==> config.mk <==
export PLATFORM = sky130hd
export DESIGN_NAME = sensor_can_command_responder_core
export DESIGN_NICKNAME = d
export VERILOG_FILES = /design/src/design/scc_pkg.sv /design/src/design/scc_front.sv /design/src/design/scc_queue.sv /design/src/design/scc_back.sv /design/src/design/sensor_can_command_responder_core.sv
export SDC_FILE = /design/constraint.sdc
export NUM_CORES = 1
export LEC_CHECK = 0
export ABC_AREA = 1
export BUFFER_PORTS_ARGS = -buffer_cell sky130_fd_sc_hd__clkbuf_2
export CORE_MARGIN = 2
export CORE_UTILIZATION = 40
export DETAILED_ROUTE_END_ITERATION = 12
export PLACE_DENSITY = 0.71
export SLEW_MARGIN = 30
export SYNTH_ARGS = -nofsm -noshare
export SYNTH_HDL_FRONTEND = slang
export SYNTH_SLANG_ARGS = --single-unit
export TNS_END_PERCENT = 1
==> constraint.sdc <==
create_clock -name clk -period 4.8 [get_ports clk]
set_input_delay 1.2 -clock clk [delete_from_list [all_inputs] [get_ports clk]]
set_output_delay 1.2 -clock clk [all_outputs]
set_load 0.01 [all_outputs]
==> src/design/scc_pkg.sv <==
package scc_pkg;

  localparam int SAMPLE_BITS = 12;

  localparam int QDEPTH = 4;
  localparam int QAW = $clog2(QDEPTH);
  localparam int QCW = $clog2(QDEPTH + 1);

  localparam int CFG_IDX_W = 8;

  localparam logic [CFG_IDX_W-1:0] REG_OWN_ID = CFG_IDX_W'(0);
  localparam logic [CFG_IDX_W-1:0] REG_BROADCAST_ID = CFG_IDX_W'(1);
  localparam logic [CFG_IDX_W-1:0] REG_VERSION_WORD = CFG_IDX_W'(2);
  localparam logic [CFG_IDX_W-1:0] REG_HB_INTERVAL = CFG_IDX_W'(3);

  localparam logic [10:0] OWN_ID_RST = 11'h107;
  localparam logic [10:0] BROADCAST_ID_RST = 11'h7DF;
  localparam logic [31:0] VERSION_RST = 32'd1003;
  localparam logic [31:0] HB_INTERVAL_RST = 32'd10000;

  localparam logic [7:0] CMD_VERSION = 8'd1;
  localparam logic [7:0] CMD_REALTIME = 8'd2;
  localparam logic [7:0] CMD_BUFFERED = 8'd3;
  localparam logic [7:0] CMD_STOP = 8'd4;
  localparam logic [7:0] CMD_STATUS = 8'd5;
  localparam logic [7:0] CMD_SET_SIZE = 8'd6;

  localparam logic [7:0] BCAST_HDR0 = 8'h05;
  localparam logic [7:0] BCAST_HDR1 = 8'h12;
  localparam logic [7:0] REPLY_LEN = 8'h08;
  localparam logic [7:0] HB_MARK = 8'h7F;

  localparam logic [31:0] BUF_LIMIT = 32'd32768;
  localparam logic [15:0] BUF_DEFAULT = 16'd8192;

  typedef enum logic [1:0] {
    KIND_BROADCAST = 2'd0,
    KIND_REPLY     = 2'd1,
    KIND_HEARTBEAT = 2'd2
  } kind_t;

  typedef enum logic [1:0] {
    MODE_STOPPED  = 2'd0,
    MODE_REALTIME = 2'd1,
    MODE_BUFFERED = 2'd2
  } mode_t;

  typedef enum logic {
    OP_TICK = 1'b0,
    OP_CMD  = 1'b1
  } op_t;

  typedef struct packed {
    logic [10:0] own_id;
    logic [10:0] broadcast_id;
    logic [31:0] version_word;
    logic [31:0] hb_interval;
  } cfg_t;

  typedef struct packed {
    op_t                   op;
    logic [SAMPLE_BITS-1:0] sample_a;
    logic [SAMPLE_BITS-1:0] sample_b;
    logic [7:0]            command;
    logic [15:0]           reply_id;
    logic [15:0]           size;
  } item_t;

endpackage

==> src/design/scc_front.sv <==
module scc_front import scc_pkg::*; (
  input  logic                   in_push,
  input  logic                   in_action,
  input  logic                   in_sample_ok,
  input  logic [SAMPLE_BITS-1:0] in_sample_a,
  input  logic [SAMPLE_BITS-1:0] in_sample_b,
  input  logic [10:0]            in_frame_id,
  input  logic [7:0]             in_command,
  input  logic [15:0]            in_reply_id,
  input  logic [31:0]            in_argument,
  input  cfg_t                   cfg,
  input  logic                   q_full,
  output logic                   q_push,
  output item_t                  q_item
);

  logic keep;

  // drop failed ticks and foreign frames here; they touch no state
  always_comb begin
    if (in_action == 1'b0) begin
      keep = in_sample_ok;
    end else begin
      keep = (in_frame_id == cfg.own_id);
    end
  end

  assign q_push = in_push && !q_full && keep;

  always_comb begin
    q_item.op = (in_action == 1'b1) ? OP_CMD : OP_TICK;
    q_item.sample_a = in_sample_a;
    q_item.sample_b = in_sample_b;
    q_item.command = in_command;
    q_item.reply_id = in_reply_id;
    // clamp the requested buffer size up front
    if (in_argument == 32'd0 || in_argument > BUF_LIMIT) begin
      q_item.size = BUF_DEFAULT;
    end else begin
      q_item.size = in_argument[15:0];
    end
  end

endmodule

==> src/design/scc_queue.sv <==
module scc_queue import scc_pkg::*; (
  input  logic  clk,
  input  logic  rst_n,
  input  logic  push,
  input  item_t push_item,
  output logic  full,
  input  logic  take,
  output logic  valid,
  output item_t head_item
);

  item_t           slot_r [QDEPTH];
  logic [QAW-1:0]  wr_ptr_r;
  logic [QAW-1:0]  rd_ptr_r;
  logic [QCW-1:0]  count_r;
  logic [QAW-1:0]  wr_ptr_nxt;
  logic [QAW-1:0]  rd_ptr_nxt;
  logic [QCW-1:0]  count_nxt;
  logic            do_take;

  assign full = (count_r == QCW'(QDEPTH));
  assign valid = (count_r != '0);
  assign head_item = slot_r[rd_ptr_r];
  assign do_take = take && valid;

  always_comb begin
    wr_ptr_nxt = push ? wr_ptr_r + QAW'(1) : wr_ptr_r;
    rd_ptr_nxt = do_take ? rd_ptr_r + QAW'(1) : rd_ptr_r;
    count_nxt = count_r;
    if (push && !do_take) begin
      count_nxt = count_r + QCW'(1);
    end else if (!push && do_take) begin
      count_nxt = count_r - QCW'(1);
    end
  end

  always_ff @(posedge clk) begin
    if (!rst_n) begin
      wr_ptr_r <= '0;
      rd_ptr_r <= '0;
      count_r <= '0;
    end else begin
      wr_ptr_r <= wr_ptr_nxt;
      rd_ptr_r <= rd_ptr_nxt;
      count_r <= count_nxt;
    end
  end

  always_ff @(posedge clk) begin
    if (push) begin
      slot_r[wr_ptr_r] <= push_item;
    end
  end

endmodule

==> src/design/scc_back.sv <==
module scc_back import scc_pkg::*; (
  input  logic        clk,
  input  logic        rst_n,
  input  cfg_t        cfg,
  input  logic        q_valid,
  input  item_t       q_item,
  output logic        q_take,
  input  logic        out_pop,
  output logic        out_empty,
  output logic [1:0]  out_frame_kind,
  output logic [15:0] out_dest_id,
  output logic [63:0] out_payload
);

  mode_t        mode_r, mode_nxt;
  logic [31:0]  tick_r, tick_nxt;
  logic [31:0]  due_r, due_nxt;
  logic [15:0]  size_r, size_nxt;
  logic         res_valid_r, res_valid_nxt;
  kind_t        kind_r;
  logic [15:0]  dest_r;
  logic [63:0]  payload_r;

  logic         take;
  logic         emit;
  kind_t        emit_kind;
  logic [15:0]  emit_dest;
  logic [63:0]  emit_payload;
  logic [31:0]  tick_inc;
  logic [31:0]  due_base;
  logic [31:0]  due_rearm;
  logic         hb_fire;
  logic [31:0]  reply_val;
  logic         known;
  logic [23:0]  reply_head;

  // advance only when the result register is free or drains this cycle
  assign take = q_valid && (!res_valid_r || out_pop);
  assign q_take = take;

  assign tick_inc = tick_r + 32'd1;
  assign due_base = (q_item.op == OP_TICK) ? tick_inc : tick_r;
  assign due_rearm = due_base + cfg.hb_interval;
  assign hb_fire = (mode_r == MODE_STOPPED) && (tick_inc > due_r);
  assign reply_head = {REPLY_LEN, 5'd0, cfg.own_id};

  // next state
  always_comb begin
    mode_nxt = mode_r;
    tick_nxt = tick_r;
    due_nxt = due_r;
    size_nxt = size_r;
    if (take) begin
      if (q_item.op == OP_TICK) begin
        tick_nxt = tick_inc;
        if (hb_fire) begin
          due_nxt = due_rearm;
        end
      end else begin
        due_nxt = due_rearm;
        case (q_item.command)
          CMD_REALTIME: mode_nxt = MODE_REALTIME;
          CMD_BUFFERED: mode_nxt = MODE_BUFFERED;
          CMD_STOP:     mode_nxt = MODE_STOPPED;
          CMD_SET_SIZE: size_nxt = q_item.size;
          default:      mode_nxt = mode_r;
        endcase
      end
    end
  end

  // result of the item at the queue head
  always_comb begin
    known = 1'b1;
    case (q_item.command)
      CMD_VERSION:  reply_val = cfg.version_word;
      CMD_REALTIME: reply_val = 32'(MODE_REALTIME);
      CMD_BUFFERED: reply_val = 32'(MODE_BUFFERED);
      CMD_STOP:     reply_val = 32'(MODE_STOPPED);
      CMD_STATUS:   reply_val = 32'(mode_r);
      CMD_SET_SIZE: reply_val = 32'(q_item.size);
      default: begin
        reply_val = 32'd0;
        known = 1'b0;
      end
    endcase

    emit = 1'b0;
    emit_kind = KIND_REPLY;
    emit_dest = q_item.reply_id;
    emit_payload = {reply_head, q_item.command, reply_val};
    if (q_item.op == OP_TICK) begin
      emit_dest = 16'(cfg.broadcast_id);
      if (mode_r == MODE_REALTIME) begin
        emit = 1'b1;
        emit_kind = KIND_BROADCAST;
        emit_payload = {BCAST_HDR0, BCAST_HDR1, 16'(q_item.sample_a),
                        16'(q_item.sample_b), 16'd0};
      end else if (hb_fire) begin
        emit = 1'b1;
        emit_kind = KIND_HEARTBEAT;
        emit_payload = {reply_head, HB_MARK, tick_inc};
      end
    end else begin
      emit = known;
    end
  end

  always_comb begin
    res_valid_nxt = res_valid_r;
    if (take && emit) begin
      res_valid_nxt = 1'b1;
    end else if (out_pop) begin
      res_valid_nxt = 1'b0;
    end
  end

  always_ff @(posedge clk) begin
    if (!rst_n) begin
      mode_r <= MODE_STOPPED;
      tick_r <= '0;
      due_r <= '0;
      size_r <= BUF_DEFAULT;
      res_valid_r <= 1'b0;
    end else begin
      mode_r <= mode_nxt;
      tick_r <= tick_nxt;
      due_r <= due_nxt;
      size_r <= size_nxt;
      res_valid_r <= res_valid_nxt;
    end
  end

  always_ff @(posedge clk) begin
    if (take && emit) begin
      kind_r <= emit_kind;
      dest_r <= emit_dest;
      payload_r <= emit_payload;
    end
  end

  assign out_empty = !res_valid_r;
  assign out_frame_kind = kind_r;
  assign out_dest_id = dest_r;
  assign out_payload = payload_r;

endmodule

==> src/design/sensor_can_command_responder_core.sv <==
// Sensor command responder.
// Input channel: a queue write port (in_push / in_full). Each item is either a
// sample tick (in_action low) or a received command frame (in_action high).
// Result channel: a queue read port (out_empty / out_pop) carrying frame kind,
// destination id and eight payload bytes, byte 0 in the top bits.
// Config channel: cfg_valid / cfg_ready with cfg_index and cfg_data; always
// ready. Write it only while no item is in flight.
// An accepted item is written into the 4-entry item queue, and the execute step
// then writes its result into the result register that drives the out_ ports.
// Throughput: one item per cycle while the result register is free or popped;
// failed ticks and frames for other ids are dropped on entry and take no queue slot.
// When the receiver stalls, the one-entry result register holds its frame,
// execution pauses, the item queue fills and in_full rises after four more
// items. Reset clears the queue, the result register, the stream mode,
// counters and configuration to their defaults; the first good tick after
// reset produces a heartbeat in stopped mode if no command came before it.
module sensor_can_command_responder_core import scc_pkg::*; (
  input  logic                   clk,
  input  logic                   rst_n,
  input  logic                   in_push,
  output logic                   in_full,
  input  logic                   in_action,
  input  logic                   in_sample_ok,
  input  logic [SAMPLE_BITS-1:0] in_sample_a,
  input  logic [SAMPLE_BITS-1:0] in_sample_b,
  input  logic [10:0]            in_frame_id,
  input  logic [7:0]             in_command,
  input  logic [15:0]            in_reply_id,
  input  logic [31:0]            in_argument,
  output logic                   out_empty,
  input  logic                   out_pop,
  output logic [1:0]             out_frame_kind,
  output logic [15:0]            out_dest_id,
  output logic [63:0]            out_payload,
  input  logic                   cfg_valid,
  output logic                   cfg_ready,
  input  logic [CFG_IDX_W-1:0]   cfg_index,
  input  logic [31:0]            cfg_data
);

  cfg_t  cfg_r, cfg_nxt;
  logic  q_push;
  logic  q_full;
  logic  q_valid;
  logic  q_take;
  item_t q_in_item;
  item_t q_head_item;

  assign cfg_ready = 1'b1;

  always_comb begin
    cfg_nxt = cfg_r;
    if (cfg_valid) begin
      case (cfg_index)
        REG_OWN_ID:       cfg_nxt.own_id = cfg_data[10:0];
        REG_BROADCAST_ID: cfg_nxt.broadcast_id = cfg_data[10:0];
        REG_VERSION_WORD: cfg_nxt.version_word = cfg_data;
        REG_HB_INTERVAL:  cfg_nxt.hb_interval = cfg_data;
        default:          cfg_nxt = cfg_r;
      endcase
    end
  end

  always_ff @(posedge clk) begin
    if (!rst_n) begin
      cfg_r.own_id <= OWN_ID_RST;
      cfg_r.broadcast_id <= BROADCAST_ID_RST;
      cfg_r.version_word <= VERSION_RST;
      cfg_r.hb_interval <= HB_INTERVAL_RST;
    end else begin
      cfg_r <= cfg_nxt;
    end
  end

  assign in_full = q_full;

  scc_front u_front (
    .in_push      (in_push),
    .in_action    (in_action),
    .in_sample_ok (in_sample_ok),
    .in_sample_a  (in_sample_a),
    .in_sample_b  (in_sample_b),
    .in_frame_id  (in_frame_id),
    .in_command   (in_command),
    .in_reply_id  (in_reply_id),
    .in_argument  (in_argument),
    .cfg          (cfg_r),
    .q_full       (q_full),
    .q_push       (q_push),
    .q_item       (q_in_item)
  );

  scc_queue u_queue (
    .clk       (clk),
    .rst_n     (rst_n),
    .push      (q_push),
    .push_item (q_in_item),
    .full      (q_full),
    .take      (q_take),
    .valid     (q_valid),
    .head_item (q_head_item)
  );

  scc_back u_back (
    .clk            (clk),
    .rst_n          (rst_n),
    .cfg            (cfg_r),
    .q_valid        (q_valid),
    .q_item         (q_head_item),
    .q_take         (q_take),
    .out_pop        (out_pop),
    .out_empty      (out_empty),
    .out_frame_kind (out_frame_kind),
    .out_dest_id    (out_dest_id),
    .out_payload    (out_payload)
  );

endmodule

==> flow_summary.toml, run 1 <==
[outcome]
status = "finished clean"

[placement]
dpl.cell_count = 3490
portBuffers = 212
dp.final_hpwl_mm = 46.2
preCtsSetupSlack_ps = 904
gp_congestion = 0.952

[worst_setup_path]
slowest_delay_ps = 490
crit_path_start_kind = "register"
crit_fanout = 5
endpoint_kind = "register"
crit_slowest_cell = "o21ai_1"
path_cells = "ha_1, nand2_1, nor2_1, nand2_1, nor2_1, nand2_1, o21ai_1, nand2_1, o21ai_1, ha_1, inv_1, o21bai_1, nand3_1, nand2_1, a21oi_1, nand2_1, a21oi_1, inv_1, nand2_1, nand2_1, nor2_1, nor2_1"
critical_path_buf_inv_count = 2
critPathTopFamily = "simple AND/OR/NAND/NOR gates"
critical_path_class = "reg2reg"
crit_arrival_ps = 4550
cp.required_ps = 5290
cpMostUsedCell = "nand2_1"

[synthesis]
synth-edff-count = 331
syn_area_sq_um = 23300
synthSimpleGateAreaFrac_pct = 19.1
seq_area_frac_synth_pct = 56.5
synth_cell_types = 46
async_flop_share_pct = 0
synth-compound-area-share_pct = 12.0
synthCells = 2607
synth_area_per_cell_sq_um = 8.95
synth-main-ff-cell = "edfxtp_1"
synthAdderAreaFrac_pct = 3.87
synth.mux.area_fraction_pct = 0
synth-seq-cells = 493
synth_top_family_by_area = "simple AND/OR/NAND/NOR gates"
yosysWarnings = 0
synth-xor-area-share_pct = 1.76

[floorplan]
die_w_um = 246
fp.dieH_um = 246
initial_utilization_pct = 40.4
num_io_pins = 223
dieArea_sq_um = 60300
core_area_sq_um = 57700
rows = 88

[timing]
hold_viol_final = 0
fmax_mhz = 246
fin_skew_ps = 26.3
whs_ps = 478
slew_headroom_pct = 31.3
rsz0062_at_grt = "no"
setup_violations = 0
worstMarginPinSlew_ps = 1020
post-route-min-period_ps = 4060
period_share_pct = 84.6
slew_violations = 0
setup_ws_ps = 742

[routing]
drt-pass1-iter-count = 7
vias = 18717
drt_wl_total_mm = 65.9
wire_per_inst_um = 18.4
first_iter_violations = 1885
drtAntennaViolNets = 0
via_per_inst = 5.22
drc = 0

[finish]
fillers = 5523
fin_nets = 2987
area_growth_pct = 14.4
fin_cells = 3585
drive_above_1_share_pct = 13.2

[global_routing]
grt_max_degree = 113
grt.overflow.total = 0
antenna_found_initial = 6
grt_first_pass_wirelength_mm = 99.3
grtUsageTotal_pct = 21.5
first_global_vias = 17337

[run]
cap_violations = 0

[clock_tree]
cts_inserted_buffers = 50
hold_buffers = 0
clock-sinks = 493
cts.path.max_buffers = 3
ctsHtreeMaxLevel = 2
postCtsResizedCells = 0
clk_pin_slew_ps = 70
insertion_delay_ps = 610
cts_tree = "done"
root_buffer = "clkbuf_16"
post_cts_buffers = 0

[pwr]
cellLeakagePower_nw = 11.1
cellPowerDensity_nw_per_um2 = 627
peakVddDrop_mv = 0.758

[min_path]
hold_class = "reg2reg"
## worst reg2reg max path, cell delays in order, from the launching register on
cell	delay [ps]
dfxtp_1	420
ha_1	230
nand2_1	80
nor2_1	130
nand2_1	130
nor2_1	230
nand2_1	160
o21ai_1	150
nand2_1	140
o21ai_1	490
ha_1	390
inv_1	130
o21bai_1	100
nand3_1	80
nand2_1	80
a21oi_1	130
nand2_1	70
a21oi_1	450
inv_1	100
nand2_1	90
nand2_1	40
nor2_1	80
nor2_1	50
## layout by cell type (no fill, tap or decap), types with 26 or more instances in the layout
| cell | netlist | routed |
|---|---|---|
| a21oi_1 | 113 | 113 |
| buf_4 | 16 | 26 |
| clkbuf_16 | 0 | 51 |
| clkbuf_2 | 0 | 215 |
| dfxtp_1 | 162 | 160 |
| edfxtp_1 | 331 | 331 |
| ha_1 | 69 | 69 |
| inv_1 | 237 | 235 |
| nand2_1 | 507 | 507 |
| nand3_1 | 106 | 106 |
| nor2_1 | 417 | 412 |
| o211ai_1 | 36 | 36 |
| o21ai_0 | 213 | 213 |
| o21ai_1 | 66 | 66 |
| o22ai_1 | 44 | 44 |
| xor2_1 | 42 | 42 |
## layer usage
metal  vias up  routed length, um  track usage, %
li1       9077                  -               -
met1      8737              28000            29.4
met2       780              29200            33.3
met3       113               6780            5.54
met4        10               1820            6.47
met5         -                 74               0
## synthesized netlist by cell type (all sizes together) (5+ instances only)
cell type,n,area (sq um)
o21a,6,45.0
edfxtp,331,9940
o21ai,279,1400
buf,61,354
a31oi,15,109
nand4,18,113
nand2,510,1920
xor2,43,384
o22ai,44,275
ha,69,863
nor4,8,50.1
nor3,20,100
o21bai,5,37.5
nor2,427,1660
o211ai,38,295
clkbuf,68,255
nand3,107,541
a22o,6,52.6
a21oi,113,566
inv,256,961
dfxtp,162,3240
## kinds of logic after synthesis
group                    Yosys count
flip-flops                       493
other                              2
XOR/XNOR                          46
buffers and inverters            386
AO/OA/AOI/OAI                    508
AND/OR/NAND/NOR                 1101
adder cells (fa/ha/maj)           71
## worst paths after layout
kind	cells past startpoint	from	slack (ps)	endpoint
hold / removal	2	cfg_r[38]	480	cfg_r[38]
hold reg to reg	2	cfg_r[38]	480	cfg_r[38]
setup reg to reg	22	u_back.tick_r[0]	740	u_back.due_r[31]
setup / recovery	22	u_back.tick_r[0]	740	u_back.due_r[31]
## sequential cells by signal, indices dropped and copies added, names as in the netlist, 3 cells and up, named ones only
| register | cells |
|---|---|
| u_queue.slot_r | 260 |
| cfg_r | 86 |
| u_back.out_payload | 53 |
| u_back.due_r | 32 |
| u_back.tick_r | 32 |
| u_back.out_dest_id | 16 |
| u_queue.count_r | 3 |
## area by class of cell
cell class,count,area [sq um],share of cell area [%]
inverter,257,967,3.62
timing repair buffer,240,1310,4.91
antenna,1,2.50,0.00937
multi-input combinational,1736,8650,32.4
tap,765,957,3.58
clock buffer,68,1400,5.22
sequential,493,13200,49.4
clock inverter,25,236,0.885
## per-stage QoR
step / util (%) / area (sq um) / total power, mW / TNS [ps]
final: 46.3 / 26700 / 16.7 / 0
after global routing: 46.3 / 26700 / 17.7 / 0
after CTS: 46.2 / 26700 / 16.7 / 0
after detailed placement: 43.4 / 25100 / 12.8 / 0
after global placement: 43.4 / 25100 / 12.7 / 0
after floorplan: - / 23400 / 10.6 / -82140
## where the power goes
group / leakage [nW] / switching [mW] / total [mW] / internal, mW
combinational: 5.98 / 5.01 / 7.03 / 2.02
sequential: 4.31 / 0.390 / 5.82 / 5.43
clock: 0.817 / 1.66 / 3.88 / 2.22
total: 11.1 / 7.06 / 16.7 / 9.67
No activity file was read; power rests on OpenSTA's default activity.
==> inputs of run 2 (changes only) <==
--- a/config.mk
+++ b/config.mk
@@ -5,12 +5,12 @@
 export SDC_FILE = /design/constraint.sdc
 export NUM_CORES = 1
 export LEC_CHECK = 0
-export ABC_AREA = 1
+export ABC_AREA = 0
 export BUFFER_PORTS_ARGS = -buffer_cell sky130_fd_sc_hd__clkbuf_2
 export CORE_MARGIN = 2
 export CORE_UTILIZATION = 40
 export DETAILED_ROUTE_END_ITERATION = 12
-export PLACE_DENSITY = 0.71
+export PLACE_DENSITY = 0.69
 export SLEW_MARGIN = 30
 export SYNTH_ARGS = -nofsm -noshare
 export SYNTH_HDL_FRONTEND = slang
==> constraint.sdc (replaced) <==
create_clock -name clk -period 3.9 [get_ports clk]
set_input_delay 0.975 -clock clk [delete_from_list [all_inputs] [get_ports clk]]
set_output_delay 0.975 -clock clk [all_outputs]
set_load 0.01 [all_outputs]
==> run 2 against run 1 <==
The run now ends with setup timing left. Via count is 14% lower. Critical path depth is 6 lower. Critical path type unchanged. Setup slack worse by 950 ps. Sequential cell count stayed put.
==> flow_summary.toml, run 2 <==
[floorplan]
num_io_pins = 223
rows = 86
fp.dieH_um = 240
core_area_sq_um = 55200
initial_utilization_pct = 40.5
die_w_um = 240
dieArea_sq_um = 57800

[routing]
drc = 0
drtAntennaViolNets = 0
vias = 16015
first_iter_violations = 1146
wire_per_inst_um = 20.1
drt-pass1-iter-count = 5
via_per_inst = 5.33
drt_wl_total_mm = 60.5

[outcome]
status = "complete, but fails checks"
failed_checks = "setup timing"

[synthesis]
synth_top_area_share_pct = 44.5
yosysWarnings = 0
synth-seq-cells = 493
synth-main-ff-cell = "edfxtp_1"
ys_top_cells_by_count = "edfxtp_1 (331), nand2_1 (317), dfxtp_1 (162)"
syn_area_sq_um = 22400
synth_cell_types = 73
async_flop_share_pct = 0
synth-edff-count = 331
synthCells = 1866
synth_area_per_cell_sq_um = 12.0
yosysMostFrequentCell = "edfxtp_1"
synth.area.top_cells = "edfxtp_1 (44%), dfxtp_1 (15%), mux4_2 (6.3%)"
yosys.area.top_type = "edfxtp_1"
seq_area_frac_synth_pct = 59.0

[worst_setup_path]
crit_slowest_cell = "or4_4"
r2r_cells = 16
endpoint_kind = "register"
path_cells = "nand4_1, nor4_4, nand4_2, or4_4, nor2_4, xor2_2, ha_1, nand4_1, nor4_4, buf_4, and3_1, a22oi_2, buf_6, a31oi_4, buf_6, buf_12"
crit_fanout = 15
cp.required_ps = 4200
reg2reg_slack_ps = -210
crit_arrival_ps = 4410
critical_path_class = "reg2reg"
startpoint = "u_back.tick_r[14]"
r2r-start = "u_back.tick_r[14]"
crit_path_end = "u_back.out_payload[46]"
crit_path_start_kind = "register"
r2r_end = "u_back.out_payload[46]"
slowest_delay_ps = 550

[finish]
area_growth_pct = 23.0
final_cell_mix = "edfxtp_1 (331), nand2_1 (315), clkbuf_2 (212)"
top_register = "u_queue.slot_r"
mostFrequentLayoutCell = "edfxtp_1"
drive_above_1_share_pct = 26.8
largest_reg_flops = 260
final_core_util_pct = 49.8
fin_nets = 2423
fin_cells = 3005

[timing]
setup_ws_ps = -210
fin_skew_ps = 20.3
rsz0062_at_grt = "yes"
hold_viol_final = 0
worstMarginPinSlew_ps = 801
post-route-min-period_ps = 4110
setup_tns_ps = -17470
slew_headroom_pct = 46.6
fmax_mhz = 243
slew_violations = 0
period_share_pct = 105
setup_violations = 114

[clock_tree]
cts_tree = "done"
cts.path.max_buffers = 3
clk_pin_slew_ps = 60
root_buffer = "clkbuf_16"
ctsHtreeMaxLevel = 2
cts_inserted_buffers = 49
insertion_delay_ps = 600
clock-sinks = 493

[global_routing]
grt.overflow.total = 0
grtUsageTotal_pct = 20.9
grt_max_degree = 84
grt_first_pass_wirelength_mm = 91.8
first_global_vias = 15785
antenna_found_initial = 2

[pwr]
peakVddDrop_mv = 0.408
power_mw = 14.4
power_frac_seq_pct = 42.7
p_int_mw = 10.3
power_frac_clock_pct = 34.4
power_frac_comb_pct = 22.9
cellPowerDensity_nw_per_um2 = 522
power_switching_mw = 4.09
cellLeakagePower_nw = 10.6
swShare_pct = 28.5

[placement]
gp_congestion = 0.907
portBuffers = 212
dpl.cell_count = 2899
dp.final_hpwl_mm = 43.2

[min_path]
hold_class = "reg2reg"

[run]
cap_violations = 0
## run 2: cell count changes in the layout (fill, tap and decap cells not counted), sizes merged, moves of 47 or more
| cell | change |
|---|---|
| nor2 | -349 |
| o21ai | -214 |
| inv | -204 |
| nand2 | -193 |
| buf | +161 |
| xnor2 | +65 |
| mux4 | +64 |
| nand3 | -60 |
| and2 | +47 |
## run 2: per-layer routing
metal	up-vias	wire (um)	global-route usage, %
li1	7473	-	-
met1	7922	25700	27.5
met2	514	29300	34.8
met3	104	3710	3.30
met4	2	1820	7.68
met5	-	11	0
## run 2: timing repair
item	CTS	global route
setup buffers	5	4
endpoints found under the setup margin	118	146
cloned	0	2
pin swaps	6	25
hold buffers	0	0
resized for setup	26	31
## run 2: cell families (layout without fill, tap and decap cells)
| family | count (synthesis) | count (layout) | synth area share, % |
|---|---|---|---|
| xor+xnor | 116 | 116 | 4.58 |
| other cells | 2 | 13 | 0.0336 |
| mux | 80 | 80 | 7.19 |
| buf+inv | 168 | 548 | 3.35 |
| simple gates | 613 | 613 | 12.9 |
| fa+ha+maj | 71 | 71 | 4.04 |
| flops | 493 | 493 | 59.0 |
| compound gates | 323 | 323 | 8.95 |
## run 2: layout make-up
type	count	area [sq um]
clock buffers	65	1330
repair buffers	403	2800
well taps	748	936
diodes	3	7.51
fillers	4770	27700
clock inverters	26	343
flip-flops and latches	493	13200
multi-input cells	1213	8660
inverters	54	204
## run 2: through the flow
stage,hold slack (ps),instance area (sq um),worst slack (ps)
after global routing,467,27500,-345
after CTS,449,27300,-124
final,449,27500,-210
after detailed placement,443,25500,-346
after floorplan,427,22500,-874
after global placement,438,25500,-254
## run 2: worst min path at each step
stage / startpoint / cells after the start / to / slack (ps)
2_1_floorplan: cfg_r[60] / 2 / cfg_r[60] / 430
3_3_place_gp: cfg_r[42] / 2 / cfg_r[42] / 440
3_5_place_dp: cfg_r[61] / 2 / cfg_r[61] / 440
4_1_cts: cfg_r[63] / 2 / cfg_r[63] / 450
5_1_grt: cfg_r[63] / 2 / cfg_r[63] / 470
6_report: cfg_r[63] / 2 / cfg_r[63] / 450
## run 2: worst max-delay path: cells and delay by family (launching register included)
| kind | cells | cell delay [ps] |
|---|---|---|
| XOR/XNOR | 1 | 90 |
| AO/OA/AOI/OAI | 2 | 260 |
| AND/OR/NAND/NOR | 8 | 2140 |
| adder cells (fa/ha/maj) | 1 | 300 |
| flip-flops | 1 | 320 |
| buffers and inverters | 4 | 670 |
## run 2: power groups by stage
stage	Combinational, mW	Sequential, mW	Clock (mW)
floorplan	1.77	6.24	0
global placement	3.08	6.23	0
detailed placement	3.13	6.23	0
CTS	3.20	6.13	5.03
global route	3.54	6.14	5.21
finish	3.29	6.12	4.94
==> inputs of run 3 (changes only) <==
--- a/config.mk
+++ b/config.mk
@@ -10,7 +10,7 @@
 export CORE_MARGIN = 2
 export CORE_UTILIZATION = 40
 export DETAILED_ROUTE_END_ITERATION = 12
-export PLACE_DENSITY = 0.69
+export PLACE_DENSITY = 0.68
 export SLEW_MARGIN = 30
 export SYNTH_ARGS = -nofsm -noshare
 export SYNTH_HDL_FRONTEND = slang
==> run 3 against run 2 <==
The flow still finishes with violations (setup timing). Non-clock buffer count down 14. Combinational power up 2%. Final area down 0.42%. Setup slack better by 39 ps. Count of clock-buffer cells in the layout down 8. Critical endpoint is now u_back.out_payload[0]. Largest cell class unchanged. Highest routed layer is now met4.
==> flow_summary.toml, run 3 (synthesis gave the netlist of run 2 again) <==
[clock_tree]
clock-sinks = 493
cts.path.max_buffers = 3
root_buffer = "clkbuf_16"
clk_pin_slew_ps = 60
cts_inserted_buffers = 50
cts_tree = "done"
insertion_delay_ps = 600
ctsHtreeMaxLevel = 2
hold_buffers = 0

[floorplan]
initial_utilization_pct = 40.5
die_w_um = 240
fp.dieH_um = 240
core_area_sq_um = 55200
rows = 86
dieArea_sq_um = 57800
num_io_pins = 223

[pwr]
power_frac_seq_pct = 43.0
power_frac_clock_pct = 33.4
power_switching_mw = 4.25
cellLeakagePower_nw = 10.5
cellPowerDensity_nw_per_um2 = 519
power_frac_comb_pct = 23.5
p_int_mw = 9.96
swShare_pct = 29.9
peakVddDrop_mv = 0.439

[global_routing]
antenna_found_initial = 0
grtUsageTotal_pct = 20.8
grt_first_pass_wirelength_mm = 91.9
first_global_vias = 15705
grt_max_degree = 113
grt.overflow.total = 0

[placement]
portBuffers = 212
gp_congestion = 0.924
dp.final_hpwl_mm = 42.4
dpl.cell_count = 2880

[finish]
mostFrequentLayoutCell = "edfxtp_1"
top_register = "u_queue.slot_r"
final_cell_mix = "edfxtp_1 (331), nand2_1 (316), clkbuf_2 (212)"
largest_reg_flops = 260
fin_cells = 2992
fillers = 4784
drive_above_1_share_pct = 27.0
area_growth_pct = 22.4
final_core_util_pct = 49.6
fin_nets = 2410

[worst_setup_path]
path_cells = "nand4_1, nor4_4, buf_4, buf_4, nand4_1, nor2_2, nand3_2, nor2_2, xor2_1, ha_1, nand4_1, buf_4, nor3_2, a221oi_2, o21ai_2, a22oi_2, buf_6, inv_6, or4b_1, o21ai_1"
reg2reg_slack_ps = -170
critPathTopFamily = "simple AND/OR/NAND/NOR gates"
endpoint_kind = "register"
r2r-start = "u_back.tick_r[14]"
crit_fanout = 4
critical_path_class = "reg2reg"
slowest_delay_ps = 490
critical_path_buf_inv_count = 5
cp_num_cells = 20
crit_path_end = "u_back.out_payload[0]"
r2r_cells = 20
crit_arrival_ps = 4530
startpoint = "u_back.tick_r[14]"
r2r_end = "u_back.out_payload[0]"
crit_slowest_cell = "or4b_1"
crit_path_start_kind = "register"
cp.required_ps = 4360

[timing]
whs_ps = 451
worstMarginPinSlew_ps = 699
setup_ws_ps = -171
period_share_pct = 104
setup_violations = 101
fin_skew_ps = 21.0
slew_violations = 0
setup_tns_ps = -11810
rsz0062_at_grt = "yes"
fmax_mhz = 246
slew_headroom_pct = 53.4
hold_viol_final = 0
post-route-min-period_ps = 4070

[routing]
first_iter_violations = 1582
vias = 16125
drt_wl_total_mm = 61.0
drtAntennaViolNets = 0
drc = 0
drt-pass1-iter-count = 6
wire_per_inst_um = 20.4
via_per_inst = 5.39

[min_path]
hold_class = "reg2reg"

[run]
cap_violations = 0

[outcome]
status = "complete, but fails checks"
failed_checks = "setup timing"
==> run 3: worst min path at each step <==
stage | startpoint | endpoint | cells past startpoint | slack (ps)
floorplan | cfg_r[60] | cfg_r[60] | 2 | 430
global placement | cfg_r[63] | cfg_r[63] | 2 | 440
detailed placement | cfg_r[45] | cfg_r[45] | 2 | 450
CTS | cfg_r[62] | cfg_r[62] | 2 | 460
global route | cfg_r[47] | cfg_r[47] | 2 | 480
finish | cfg_r[62] | cfg_r[62] | 2 | 450
==> run 3: layer usage <==
| metal | wire (um) | global-route usage [%] |
|---|---|---|
| met3 | 4850 | 3.54 |
| met4 | 1770 | 6.14 |
| met5 | 0 | 0 |
| met2 | 28400 | 33.6 |
| met1 | 26000 | 28.8 |
==> run 3: metrics by stage <==
stage          area [sq um]  setup WS (ps)  power, mW
2_1_floorplan         22500           -874       8.01
4_1_cts               27200          -77.1       14.2
5_1_grt               27400           -358       14.8
3_3_place_gp          25300          -91.3       9.26
6_report              27400           -171       14.2
3_5_place_dp          25300           -195       9.34
==> run 3: power groups by stage <==
stage	sequential [mW]	combinational, mW	clock (mW)
2_1_floorplan	6.24	1.77	0
3_3_place_gp	6.22	3.04	0
3_5_place_dp	6.22	3.12	0
4_1_cts	6.12	3.23	4.84
5_1_grt	6.14	3.57	5.05
6_report	6.12	3.34	4.75
==> run 3: cell type report <==
type | instances | area [sq um] | area share, %
Antenna cell | 1 | 2.50 | 0.00914
Tap cell | 748 | 936 | 3.42
Clock buffer | 57 | 1310 | 4.78
Timing Repair Buffer | 389 | 2700 | 9.86
Clock inverter | 37 | 313 | 1.14
Sequential cell | 493 | 13200 | 48.2
Inverter | 54 | 209 | 0.764
Multi-Input combinational cell | 1213 | 8700 | 31.8
==> run 3: tightest hold or removal path: cells and delay by family, from the launching register on <==
kind	cells	cell delay [ps]
AND/OR/NAND/NOR	1	50
AO/OA/AOI/OAI	1	50
flip-flops	1	300
==> run 3: timing repair <==
item | 4_1_cts | 5_1_grt
pin swaps | 18 | 21
setup endpoints to repair | 135 | 146
buffers inserted | 10 | 5
resized for setup | 27 | 35
gates cloned | 1 | 1
